$ cat config.mk
export PLATFORM = sky130hd
export DESIGN_NAME = battery_level_scan_charge_control_unit
export DESIGN_NICKNAME = d
export VERILOG_FILES = /design/src/hw/rtl/blscc_pkg.sv /design/src/hw/rtl/blscc_core.sv /design/src/hw/rtl/battery_level_scan_charge_control_unit.sv
export SDC_FILE = /design/constraint.sdc
export NUM_CORES = 1
export LEC_CHECK = 0
export BUFFER_PORTS_ARGS = -buffer_cell sky130_fd_sc_hd__buf_2
export CORE_MARGIN = 3
export CORE_UTILIZATION = 25
export DETAILED_ROUTE_END_ITERATION = 10
export PLACE_DENSITY_LB_ADDON = 0.15
export SYNTH_ARGS = -nofsm -noshare
export SYNTH_HDL_FRONTEND = slang
export SYNTH_HIERARCHICAL = 1
export SYNTH_SLANG_ARGS = --single-unit
$ cat constraint.sdc
create_clock -name clk -period 3.2 [get_ports clk]
set_input_delay 0 -clock clk [delete_from_list [all_inputs] [get_ports clk]]
set_output_delay 0 -clock clk [all_outputs]
set_load 0.02 [all_outputs]
$ cat src/hw/rtl/blscc_pkg.sv
// ----------------------------------------------------------------------------
// blscc_pkg
// Shared types and constants for the battery level scan and charge control
// unit.
// ----------------------------------------------------------------------------
package blscc_pkg;

	// Field widths
	localparam int unsigned PROBE_W = 3;
	localparam int unsigned LEVEL_W = 3;
	localparam int unsigned MODE_W  = 3;
	localparam int unsigned COUNT_W = 8;
	localparam int unsigned CFG_W   = 8;
	localparam int unsigned IDX_W   = 1;

	// Threshold probes, 4.2V down to 2.8V
	localparam logic [PROBE_W-1:0] PROBE_TOP    = 3'd0;
	localparam logic [PROBE_W-1:0] PROBE_LOWEST = 3'd4;
	localparam logic [PROBE_W-1:0] PROBE_COUNT  = 3'd5;

	// Latched levels
	localparam logic [LEVEL_W-1:0] LEVEL_FULL  = 3'd0;
	localparam logic [LEVEL_W-1:0] LEVEL_80MA  = 3'd1;
	localparam logic [LEVEL_W-1:0] LEVEL_HIGH_LO = 3'd2;
	localparam logic [LEVEL_W-1:0] LEVEL_HIGH_HI = 3'd3;
	localparam logic [LEVEL_W-1:0] LEVEL_LOW   = 3'd4;
	localparam logic [LEVEL_W-1:0] LEVEL_EMPTY = 3'd5;

	// Charge modes
	localparam logic [MODE_W-1:0] MODE_OFF          = 3'd0;
	localparam logic [MODE_W-1:0] MODE_TRICKLE      = 3'd1;
	localparam logic [MODE_W-1:0] MODE_HIGH         = 3'd2;
	localparam logic [MODE_W-1:0] MODE_HIGH_REDUCED = 3'd3;
	localparam logic [MODE_W-1:0] MODE_80MA         = 3'd4;

	// Item kinds
	localparam logic ACT_SAMPLE = 1'b0;
	localparam logic ACT_TICK   = 1'b1;

	// Configuration register indexes and reset values
	localparam logic [IDX_W-1:0] CFG_DEBOUNCE_LIMIT = 1'b0;
	localparam logic [IDX_W-1:0] CFG_QUALIFY_TICKS  = 1'b1;
	localparam logic [CFG_W-1:0] DEBOUNCE_RESET = 8'd250;
	localparam logic [CFG_W-1:0] QUALIFY_RESET  = 8'd200;
	localparam logic [COUNT_W-1:0] COUNT_MAX    = 8'hFF;

	typedef struct packed {
		logic action;
		logic below_threshold;
		logic charger_present;
		logic temp_high;
	} item_t;

	typedef struct packed {
		logic             valid;
		logic [IDX_W-1:0] index;
		logic [CFG_W-1:0] data;
	} cfg_wr_t;

	typedef struct packed {
		logic [PROBE_W-1:0] probe_index;
		logic [LEVEL_W-1:0] battery_level;
		logic               low_battery;
		logic [MODE_W-1:0]  charge_mode;
		logic               full_flag;
		logic               charge_qualified;
	} result_t;

endpackage

$ cat src/hw/rtl/blscc_core.sv
// ----------------------------------------------------------------------------
// blscc_core
// Scan and charge state with its single-pass update. Presents the state as
// it stands after the item at the inputs, and commits it when the item is
// accepted.
// ----------------------------------------------------------------------------
module blscc_core (
	input  logic                clk,
	input  logic                arst_n,
	input  logic                take,
	input  blscc_pkg::item_t    item,
	input  blscc_pkg::cfg_wr_t  cfg_wr,
	output blscc_pkg::result_t  res_next
);

	logic [blscc_pkg::CFG_W-1:0]   debounce_q, qualify_ticks_q;
	logic [blscc_pkg::PROBE_W-1:0] probe_q, probe_n;
	logic [blscc_pkg::LEVEL_W-1:0] last_q, last_n;
	logic [blscc_pkg::COUNT_W-1:0] match_q, match_n, match_inc;
	logic [blscc_pkg::LEVEL_W-1:0] level_q, level_n;
	logic                          low_q, low_n;
	logic                          full_q, full_n;
	logic                          qual_q, qual_n;
	logic [blscc_pkg::COUNT_W-1:0] qcount_q, qcount_n, qcount_inc;
	logic [blscc_pkg::MODE_W-1:0]  mode_q, mode_n;

	// Write configuration registers
	always_ff @(posedge clk or negedge arst_n) begin
		if (!arst_n) begin
			debounce_q      <= blscc_pkg::DEBOUNCE_RESET;
			qualify_ticks_q <= blscc_pkg::QUALIFY_RESET;
		end else if (cfg_wr.valid) begin
			case (cfg_wr.index)
				blscc_pkg::CFG_DEBOUNCE_LIMIT: debounce_q      <= cfg_wr.data;
				blscc_pkg::CFG_QUALIFY_TICKS:  qualify_ticks_q <= cfg_wr.data;
				default: ;
			endcase
		end
	end

	// Saturating match count and wrapping qualify count
	assign match_inc  = (match_q == blscc_pkg::COUNT_MAX) ? match_q : match_q + 1'b1;
	assign qcount_inc = qcount_q + 1'b1;

	// Compute the state after this item
	always_comb begin
		probe_n  = probe_q;
		last_n   = last_q;
		match_n  = match_q;
		level_n  = level_q;
		low_n    = low_q;
		full_n   = full_q;
		qual_n   = qual_q;
		qcount_n = qcount_q;
		mode_n   = mode_q;

		if (item.action == blscc_pkg::ACT_SAMPLE) begin
			// Hold on a reached threshold, step down on a miss
			if (!item.below_threshold) begin
				match_n = (probe_q == last_q) ? match_inc : '0;
				last_n  = probe_q;
			end else if (probe_q == blscc_pkg::PROBE_LOWEST) begin
				match_n = match_inc;
				last_n  = blscc_pkg::LEVEL_EMPTY;
			end else begin
				match_n = '0;
				probe_n = probe_q + 1'b1;
			end
			if (probe_n >= blscc_pkg::PROBE_COUNT)
				probe_n = blscc_pkg::PROBE_TOP;
			// Latch the level after a long enough run
			if (match_n >= debounce_q) begin
				probe_n = blscc_pkg::PROBE_TOP;
				match_n = '0;
				level_n = last_n;
				low_n   = (last_n == blscc_pkg::LEVEL_EMPTY);
			end
		end else if (!item.charger_present) begin
			// Drop all charge state when the charger leaves
			mode_n   = blscc_pkg::MODE_OFF;
			full_n   = 1'b0;
			qual_n   = 1'b0;
			qcount_n = '0;
		end else if (full_q) begin
			qcount_n = '0;
		end else begin
			// Count qualifying ticks
			qcount_n = qcount_inc;
			if (qcount_inc == qualify_ticks_q) begin
				qual_n   = 1'b1;
				qcount_n = '0;
			end
			// Pick the charge mode from the latched level
			if (qual_n) begin
				low_n = 1'b0;
				case (level_q) inside
					blscc_pkg::LEVEL_FULL: begin
						full_n = 1'b1;
						mode_n = blscc_pkg::MODE_OFF;
					end
					blscc_pkg::LEVEL_80MA: mode_n = blscc_pkg::MODE_80MA;
					blscc_pkg::LEVEL_HIGH_LO, blscc_pkg::LEVEL_HIGH_HI: begin
						mode_n = item.temp_high ? blscc_pkg::MODE_HIGH_REDUCED
						                        : blscc_pkg::MODE_HIGH;
					end
					blscc_pkg::LEVEL_LOW, blscc_pkg::LEVEL_EMPTY:
						mode_n = blscc_pkg::MODE_TRICKLE;
					default: ;
				endcase
			end
		end
	end

	// Commit the state on an accepted item
	always_ff @(posedge clk or negedge arst_n) begin
		if (!arst_n) begin
			probe_q  <= '0;
			last_q   <= '0;
			match_q  <= '0;
			level_q  <= '0;
			low_q    <= 1'b0;
			full_q   <= 1'b0;
			qual_q   <= 1'b0;
			qcount_q <= '0;
			mode_q   <= blscc_pkg::MODE_OFF;
		end else if (take) begin
			probe_q  <= probe_n;
			last_q   <= last_n;
			match_q  <= match_n;
			level_q  <= level_n;
			low_q    <= low_n;
			full_q   <= full_n;
			qual_q   <= qual_n;
			qcount_q <= qcount_n;
			mode_q   <= mode_n;
		end
	end

	assign res_next.probe_index      = probe_n;
	assign res_next.battery_level    = level_n;
	assign res_next.low_battery      = low_n;
	assign res_next.charge_mode      = mode_n;
	assign res_next.full_flag        = full_n;
	assign res_next.charge_qualified = qual_n;

endmodule

$ cat src/hw/rtl/battery_level_scan_charge_control_unit.sv
// ----------------------------------------------------------------------------
// battery_level_scan_charge_control_unit
// Battery level scanner and charge controller with a two-entry result queue.
// ----------------------------------------------------------------------------
// Each accepted item (a comparator sample or a charge tick) updates the state
// in the cycle it is accepted, and its result is written into the result
// queue at that clock edge; one item per cycle is sustained while the queue
// is not full. The queue holds two entries, so one finished result may wait
// for out_ready while the next item is still taken; in_ready drops only when
// both entries are full. Configuration writes are taken at any cycle
// (cfg_ready is always high) and should be issued while no item is in flight.
module battery_level_scan_charge_control_unit (
	input  logic        clk,
	input  logic        arst_n,
	// Configuration
	input  logic        cfg_valid,
	output logic        cfg_ready,
	input  logic [0:0]  cfg_index,
	input  logic [7:0]  cfg_data,
	// Input items
	input  logic        in_valid,
	output logic        in_ready,
	input  logic        action,
	input  logic        below_threshold,
	input  logic        charger_present,
	input  logic        temp_high,
	// Result items
	output logic        out_valid,
	input  logic        out_ready,
	output logic [2:0]  probe_index,
	output logic [2:0]  battery_level,
	output logic        low_battery,
	output logic [2:0]  charge_mode,
	output logic        full_flag,
	output logic        charge_qualified
);

	blscc_pkg::item_t   item;
	blscc_pkg::cfg_wr_t cfg_wr;
	blscc_pkg::result_t res_next;
	blscc_pkg::result_t res_q [2];
	logic               wr_ptr_q, rd_ptr_q;
	logic [1:0]         cnt_q;
	logic               take, give;

	assign cfg_ready = 1'b1;
	assign cfg_wr    = '{valid: cfg_valid, index: cfg_index, data: cfg_data};
	assign item      = '{action: action, below_threshold: below_threshold,
	                     charger_present: charger_present, temp_high: temp_high};

	assign in_ready  = (cnt_q != 2'd2);
	assign out_valid = (cnt_q != 2'd0);
	assign take      = in_valid && in_ready;
	assign give      = out_valid && out_ready;

	blscc_core u_core (
		.clk      (clk),
		.arst_n   (arst_n),
		.take     (take),
		.item     (item),
		.cfg_wr   (cfg_wr),
		.res_next (res_next)
	);

	// Hold results in the queue
	always_ff @(posedge clk) begin
		if (take)
			res_q[wr_ptr_q] <= res_next;
	end

	// Advance queue pointers and fill count
	always_ff @(posedge clk or negedge arst_n) begin
		if (!arst_n) begin
			wr_ptr_q <= 1'b0;
			rd_ptr_q <= 1'b0;
			cnt_q    <= 2'd0;
		end else begin
			if (take)
				wr_ptr_q <= ~wr_ptr_q;
			if (give)
				rd_ptr_q <= ~rd_ptr_q;
			case ({take, give})
				2'b10:   cnt_q <= cnt_q + 2'd1;
				2'b01:   cnt_q <= cnt_q - 2'd1;
				default: cnt_q <= cnt_q;
			endcase
		end
	end

	assign probe_index      = res_q[rd_ptr_q].probe_index;
	assign battery_level    = res_q[rd_ptr_q].battery_level;
	assign low_battery      = res_q[rd_ptr_q].low_battery;
	assign charge_mode      = res_q[rd_ptr_q].charge_mode;
	assign full_flag        = res_q[rd_ptr_q].full_flag;
	assign charge_qualified = res_q[rd_ptr_q].charge_qualified;

endmodule

Word level (Yosys, flattened, before mapping). Memories as Yosys holds them, arrays and structs flattened. Cells that the tools add are included.

Memories: 1. RAM bits: 24. Flip-flop bits (word level): 51. Output and inout bits: 15.

Order comparisons: 2. Bitwise logic cells: 4. Muxes and demuxes: 49. Reduce and logical (&&, ||, !) cells: 11. Add/subtract/negate cells: 5. Eq/ne operators: 13.

Memory list: res_q (words 2, width 12, read ports 1, clocked after memory_dff 0, wr ports 1, line battery_level_scan_charge_control_unit.sv:41) `blscc_pkg::result_t res_q [2];`.

Operators with widths (count): 8-bit 2-to-1 mux (9); 3-bit 2-to-1 mux (19); 1-bit 2-to-1 mux (20); 8-bit by 1-bit adder with 8-bit output, second input constant (2); 3-bit equality test, second input constant (4); 8-bit equality test (1); 8-bit equality test, second input constant (1); 8-bit >= comparator (1); 2-bit AND reduction (4); 3-bit by 2-bit equality test with 1-bit output, second input constant (2); 1-bit inverter (4); 2-bit one-hot mux with 2 select lines (1); 2-bit nonzero test (2); 2-bit OR reduction (2); 3-bit by 1-bit adder with 3-bit output, second input constant (1); 3-bit by 1-bit equality test with 1-bit output, second input constant (1); 3-bit equality test (1); 3-bit >= comparator, second input constant (1); 3-bit logical NOT (1); 2-bit by 1-bit adder with 2-bit output, second input constant (1); 2-bit by 1-bit equality test with 1-bit output, second input constant (1); 2-bit equality test, second input constant (1); 1-bit logical AND (2); 2-bit != test, second input constant (1); 2-bit by 1-bit subtractor with 2-bit output, second input constant (1).

Depth between registers and ports, before layout.
Word-level depth: 10. Gate-level depth with buffers: 16. Depth with buffers taken out: 13.

By module. Netlist, hierarchy kept.

Modules (own cells, without submodules): blscc_core (instances 1, area each 3050.4 um^2, seq. area each 1187.4 um^2, cells an instance 333); battery_level_scan_charge_control_unit (instances 1, area each 1073.5 um^2, seq. area each 820.8 um^2, cells an instance 57).

Worst setup path before layout. No wires, ideal clock.

Path type: reg-to-reg. Start: register u_core/probe_q[0] (netlist name). End: memory res_q[0][5] (netlist name) (data pin). Data required time: 2948 ps. Arrival: 3099 ps. Slack: -151 ps. Cell stages (with the launch flop): 17. Buffers on the path: 3. Cell sequence: dfrtp_1 inv_1 ha_1 nand2_1 nand2_1 o21ai_0 clkbuf_1 nor2_1 ha_1 a21o_1 a211o_1 a41oi_1 o21ai_0 clkbuf_1 and3_1 o22a_1 buf_4.

Cells in the longest elaborated chain, start to end: 7. Elaborated cells on any way between the ends: 13. Classes of those cells: 1 x order compare; 3 x eq/ne; 9 x mux.

Ends and longest elaborated chain: start, declared (line blscc_core.sv:17) `logic [blscc_pkg::PROBE_W-1:0] probe_q, probe_n;`; start signal, assigned (line blscc_core.sv:127) `probe_q <= probe_n;`; 3-bit equality test (on tied branches) (line blscc_core.sv:60, blscc_core.sv:62); 8-bit 2-to-1 mux, or another cell as far along (line blscc_core.sv:60) `match_n = (probe_q == last_q) ? match_inc : '0;`; 8-bit 2-to-1 mux or 3-bit 2-to-1 mux (tied branches) (line blscc_core.sv:59) `if (!item.below_threshold) begin`; 8-bit 2-to-1 mux or 3-bit 2-to-1 mux (tied branches) (line blscc_core.sv:57) `if (item.action == blscc_pkg::ACT_SAMPLE) begin`; 8-bit >= comparator or 3-bit equality test (tied branches) (line blscc_core.sv:72, blscc_core.sv:76); 1-bit 2-to-1 mux (*) (line blscc_core.sv:72) `if (match_n >= debounce_q) begin`; 1-bit 2-to-1 mux (*) (line blscc_core.sv:57); named net u_core.low_n (line blscc_core.sv:21) `logic low_q, low_n;`; end, declared (line battery_level_scan_charge_control_unit.sv:41).

The timed path passes the listed nets; every way through them passes the cells marked *. The select of a mux whose other input is x is not followed.

==> impl_metrics.env <==
export IMPL_dpl_hpwl_um=6910
export IMPL_antenna_found_initial=0
export IMPL_grt_pass1_wl_um=16000
export IMPL_clkLatencyLatePin_ns=0.34
export IMPL_holdPathStages=3
export IMPL_async_reset_ff_frac=0.680
export IMPL_firstDrtPassIters=4
export IMPL_row_count=46
export IMPL_critical_path_depth=13
export IMPL_status="completed"
export IMPL_skew_ns=0.00948
export IMPL_power_leakage_uw=0.00215
export IMPL_antennaDiodeCount=0
export IMPL_clock_sinks=75
export IMPL_total_power_uw=3940
export IMPL_start_kind="flip-flop"
export IMPL_syn_cell_area_um2=4120
export IMPL_dieArea_um2=18100
export IMPL_hold_viol=0
export IMPL_syn_avg_cell_area_um2=10.6
export IMPL_fmax_mhz=326
export IMPL_crit_top_cell="nand4_1"
export IMPL_hold_class="input port to flip-flop"
export IMPL_avgViaCountPerCell=4.77
export IMPL_routed_wirelength_um=9610
export IMPL_route_detailed_wl_per_inst_um=14.2
export IMPL_slew_headroom=0.446
export IMPL_finalMaxSlewViolations=0
export IMPL_powerDensity_nw_per_um2=762
export IMPL_crit_chain="and4_1 -> nand4_1 -> nand4_1 -> xor2_1 -> nor2_2 -> ha_1 -> a21o_1 -> a211o_1 -> a41oi_2 -> o21ai_2 -> buf_4 -> and3_1 -> o22a_1"
export IMPL_pin_count=33
export IMPL_drcViolationCount=0
export IMPL_syn_inst=390
export IMPL_numCtsBuffers=9
export IMPL_timing_critical_path_buf_inv=1
export IMPL_synth_seq_cells=75
export IMPL_crit_path_top_delay_cell="dfrtp_1"
export IMPL_fin_crit_sh=0.957
export IMPL_htree_levels=3
export IMPL_syn_num_nets=421
export IMPL_cp_arrival_ns=3.15
export IMPL_cts_root_buf="clkbuf_16"
export IMPL_die_width_um=134
export IMPL_p_switching_uw=1440
export IMPL_cts_max_path_buffers=2
export IMPL_period_needed_ns=3.06
export IMPL_p_sw_frac=0.365
export IMPL_grt_max_degree=32
export IMPL_cts_clk_slew_worst_paths_ns=0.07
export IMPL_ir_drop_v=0.000338
export IMPL_drive_gt1_frac=0.307
export IMPL_synth_ff_type="dfrtp_1"
export IMPL_end_kind="flip-flop"
export IMPL_setup_viol=0
export IMPL_numPortBuffers=31
export IMPL_vias=3222
export IMPL_r2r_cells=13
export IMPL_nNetsFinal=486
export IMPL_core_area_um2=16000
export IMPL_internal_power_uw=2500
export IMPL_grt_pass1_vias=3158
export IMPL_drv_cap=0
export IMPL_critPathKind="flip-flop to flip-flop"
export IMPL_seqPwrFrac=0.376
export IMPL_combPwrFrac=0.372
export IMPL_ys_top_cells_by_area="dfrtp_1 (25%), edfxtp_1 (17%), mux2_2 (7.6%), dfstp_2 (5.7%), ha_1 (3.9%)"
export IMPL_fin_tns_setup_ns=0
export IMPL_cts_tree="done"
export IMPL_dp_cells=646
export IMPL_gp_congestion=0.838
export IMPL_yosysUniqueCellTypes=63
export IMPL_critPathMaxFanout=5
export IMPL_path_delay_family="compound AO/OA/AOI/OAI gates"
export IMPL_required_ns=3.29
export IMPL_area_growth_pct=25.4
export IMPL_detail_route_antenna_nets=0
export IMPL_yosys_area_top_type="dfrtp_1"
export IMPL_start_util=0.258
export IMPL_slowest_delay_ns=0.38
export IMPL_clkPwrFrac=0.251
export IMPL_seq_area_frac_synth=0.487
export IMPL_gr_total_overflow=0
export IMPL_die_h_um=134
export IMPL_synth_top_area_frac=0.255
export IMPL_final_cells=676
export IMPL_grt_usage=0.110
export IMPL_synth_warning_count=6
export IMPL_first_iter_violations=182
export IMPL_tightest_slew_ns=0.830
export IMPL_synth_edf_count=24
-- cell usage in the layout, fill, tap and decap left out, types with 5 or more instances in the layout --
cell | Yosys | final
a22o_1 | 7 | 7
o21ai_0 | 27 | 23
buf_2 | 2 | 31
inv_1 | 22 | 21
ha_1 | 13 | 12
o211ai_1 | 5 | 5
nor2_1 | 23 | 21
o311ai_0 | 5 | 5
nor2b_1 | 5 | 5
buf_4 | 7 | 35
a21oi_1 | 10 | 10
nand2_1 | 43 | 43
dfrtp_1 | 42 | 41
nand3_1 | 7 | 7
clkbuf_16 | 0 | 9
xor2_1 | 11 | 11
dfstp_2 | 9 | 9
nand4_1 | 5 | 5
xnor2_1 | 8 | 8
edfxtp_1 | 24 | 24
a21o_1 | 7 | 7
mux2_2 | 28 | 28
dlygate4sd3_1 | 0 | 10
-- area by class of cell --
type	instances	area [µm²]
Fill cell	1698	10800
Inverter	22	82.6
Sequential cell	75	2010
Clock inverter	7	70.1
Multi-Input combinational cell	270	1990
Clock buffer	9	225
Timing Repair Buffer	77	529
Tap cell	216	270
-- state kept, by name (all words and copies together) (netlist names), 2 cells and up --
| signal | cells |
|---|---|
| u_core/debounce_q | 8 |
| u_core/last_q | 3 |
| u_core/level_q | 3 |
| u_core/probe_q | 3 |
| u_core/qualify_ticks_q | 8 |
| u_core/match_q | 8 |
| u_core/qcount_q | 8 |
| cnt_q | 2 |
| u_core/mode_q | 3 |
| res_q | 24 |
-- metal layers --
metal	wire, µm	up-vias	GRT usage
met2	4380	73	0.172
met3	402	18	0.0341
met5	0	-	0
li1	-	1560	-
met4	163	0	0.0345
met1	4670	1571	0.146
-- tightest hold or removal path: cells and delay by family --
family	cells	cell delay (ns)
and+or+nand+nor	1	0.13
buffers and inverters	1	0.10
xor gates and xnor gates	1	0.08
-- stage by stage --
step           hold slack [ns]  cell area, µm²  worst slack (ns)   util
2_1_floorplan           -0.296            4130           0.00957      -
3_3_place_gp             0.137            4680           -0.0206  0.292
3_5_place_dp             0.132            4680           -0.0522  0.292
4_1_cts               0.000564            5070           0.00974  0.317
5_1_grt                 0.0373            5170           -0.0202  0.323
6_report               0.00276            5170             0.136  0.323
-- synth_stat cells (4+ instances only) --
master,count
nand4_1,5
a22o_1,7
xor2_1,11
nand3_1,7
o211ai_1,5
clkbuf_1,13
inv_1,22
buf_4,7
dfstp_2,9
xnor2_1,8
nand2_1,43
edfxtp_1,24
dfrtp_1,42
a21oi_1,10
nor2b_1,5
nor2_1,23
a21o_1,7
ha_1,13
a31oi_1,4
o41ai_1,4
and2_1,4
mux2_2,28
o311ai_0,5
o21ai_0,27
-- path summary, 6_finish.rpt --
path	startpoint	to	slack (ns)
worst min register to register	cnt_q[1]	cnt_q[1]	0.49
min in group asynchronous	arst_n	rd_ptr_q	0.28
worst max-delay path	u_core/match_q[4]	res_q[1][5]	0.14
worst max register to register	u_core/match_q[4]	res_q[1][5]	0.14
max in group asynchronous	arst_n	u_core/debounce_q[4]	2.07
worst min-delay path	in_valid	wr_ptr_q	0.003
-- cell families (layout without fill, tap and decap cells) --
kind of cell / after synthesis / count (layout) / synth area share
AOI/OAI and AO/OA: 94 / 94 / 0.164
xor gates and xnor gates: 19 / 19 / 0.0404
adders and majority gates: 13 / 13 / 0.0394
buffers and inverters: 45 / 115 / 0.0479
other: 1 / 1 / 0.000909
muxes: 31 / 31 / 0.0837
DFF: 75 / 75 / 0.487
and+or+nand+nor: 112 / 112 / 0.137
-- power by group through the flow --
stage          logic (µW)  clock network [µW]  registers, µW
2_1_floorplan         996                   0           1430
3_3_place_gp         1380                   0           1500
3_5_place_dp         1390                   0           1500
4_1_cts              1410                1030           1480
5_1_grt              1630                1060           1520
6_report             1470                 991           1480
-- timing repair --
item,in CTS,in global routing
buffers inserted,0,3
resized for setup,2,16
hold endpoints to repair,47,0
hold buffers,10,0
pin swaps,1,4
setup endpoints to repair,14,28
cloned,0,1
Power figures use the tool's default switching activity.
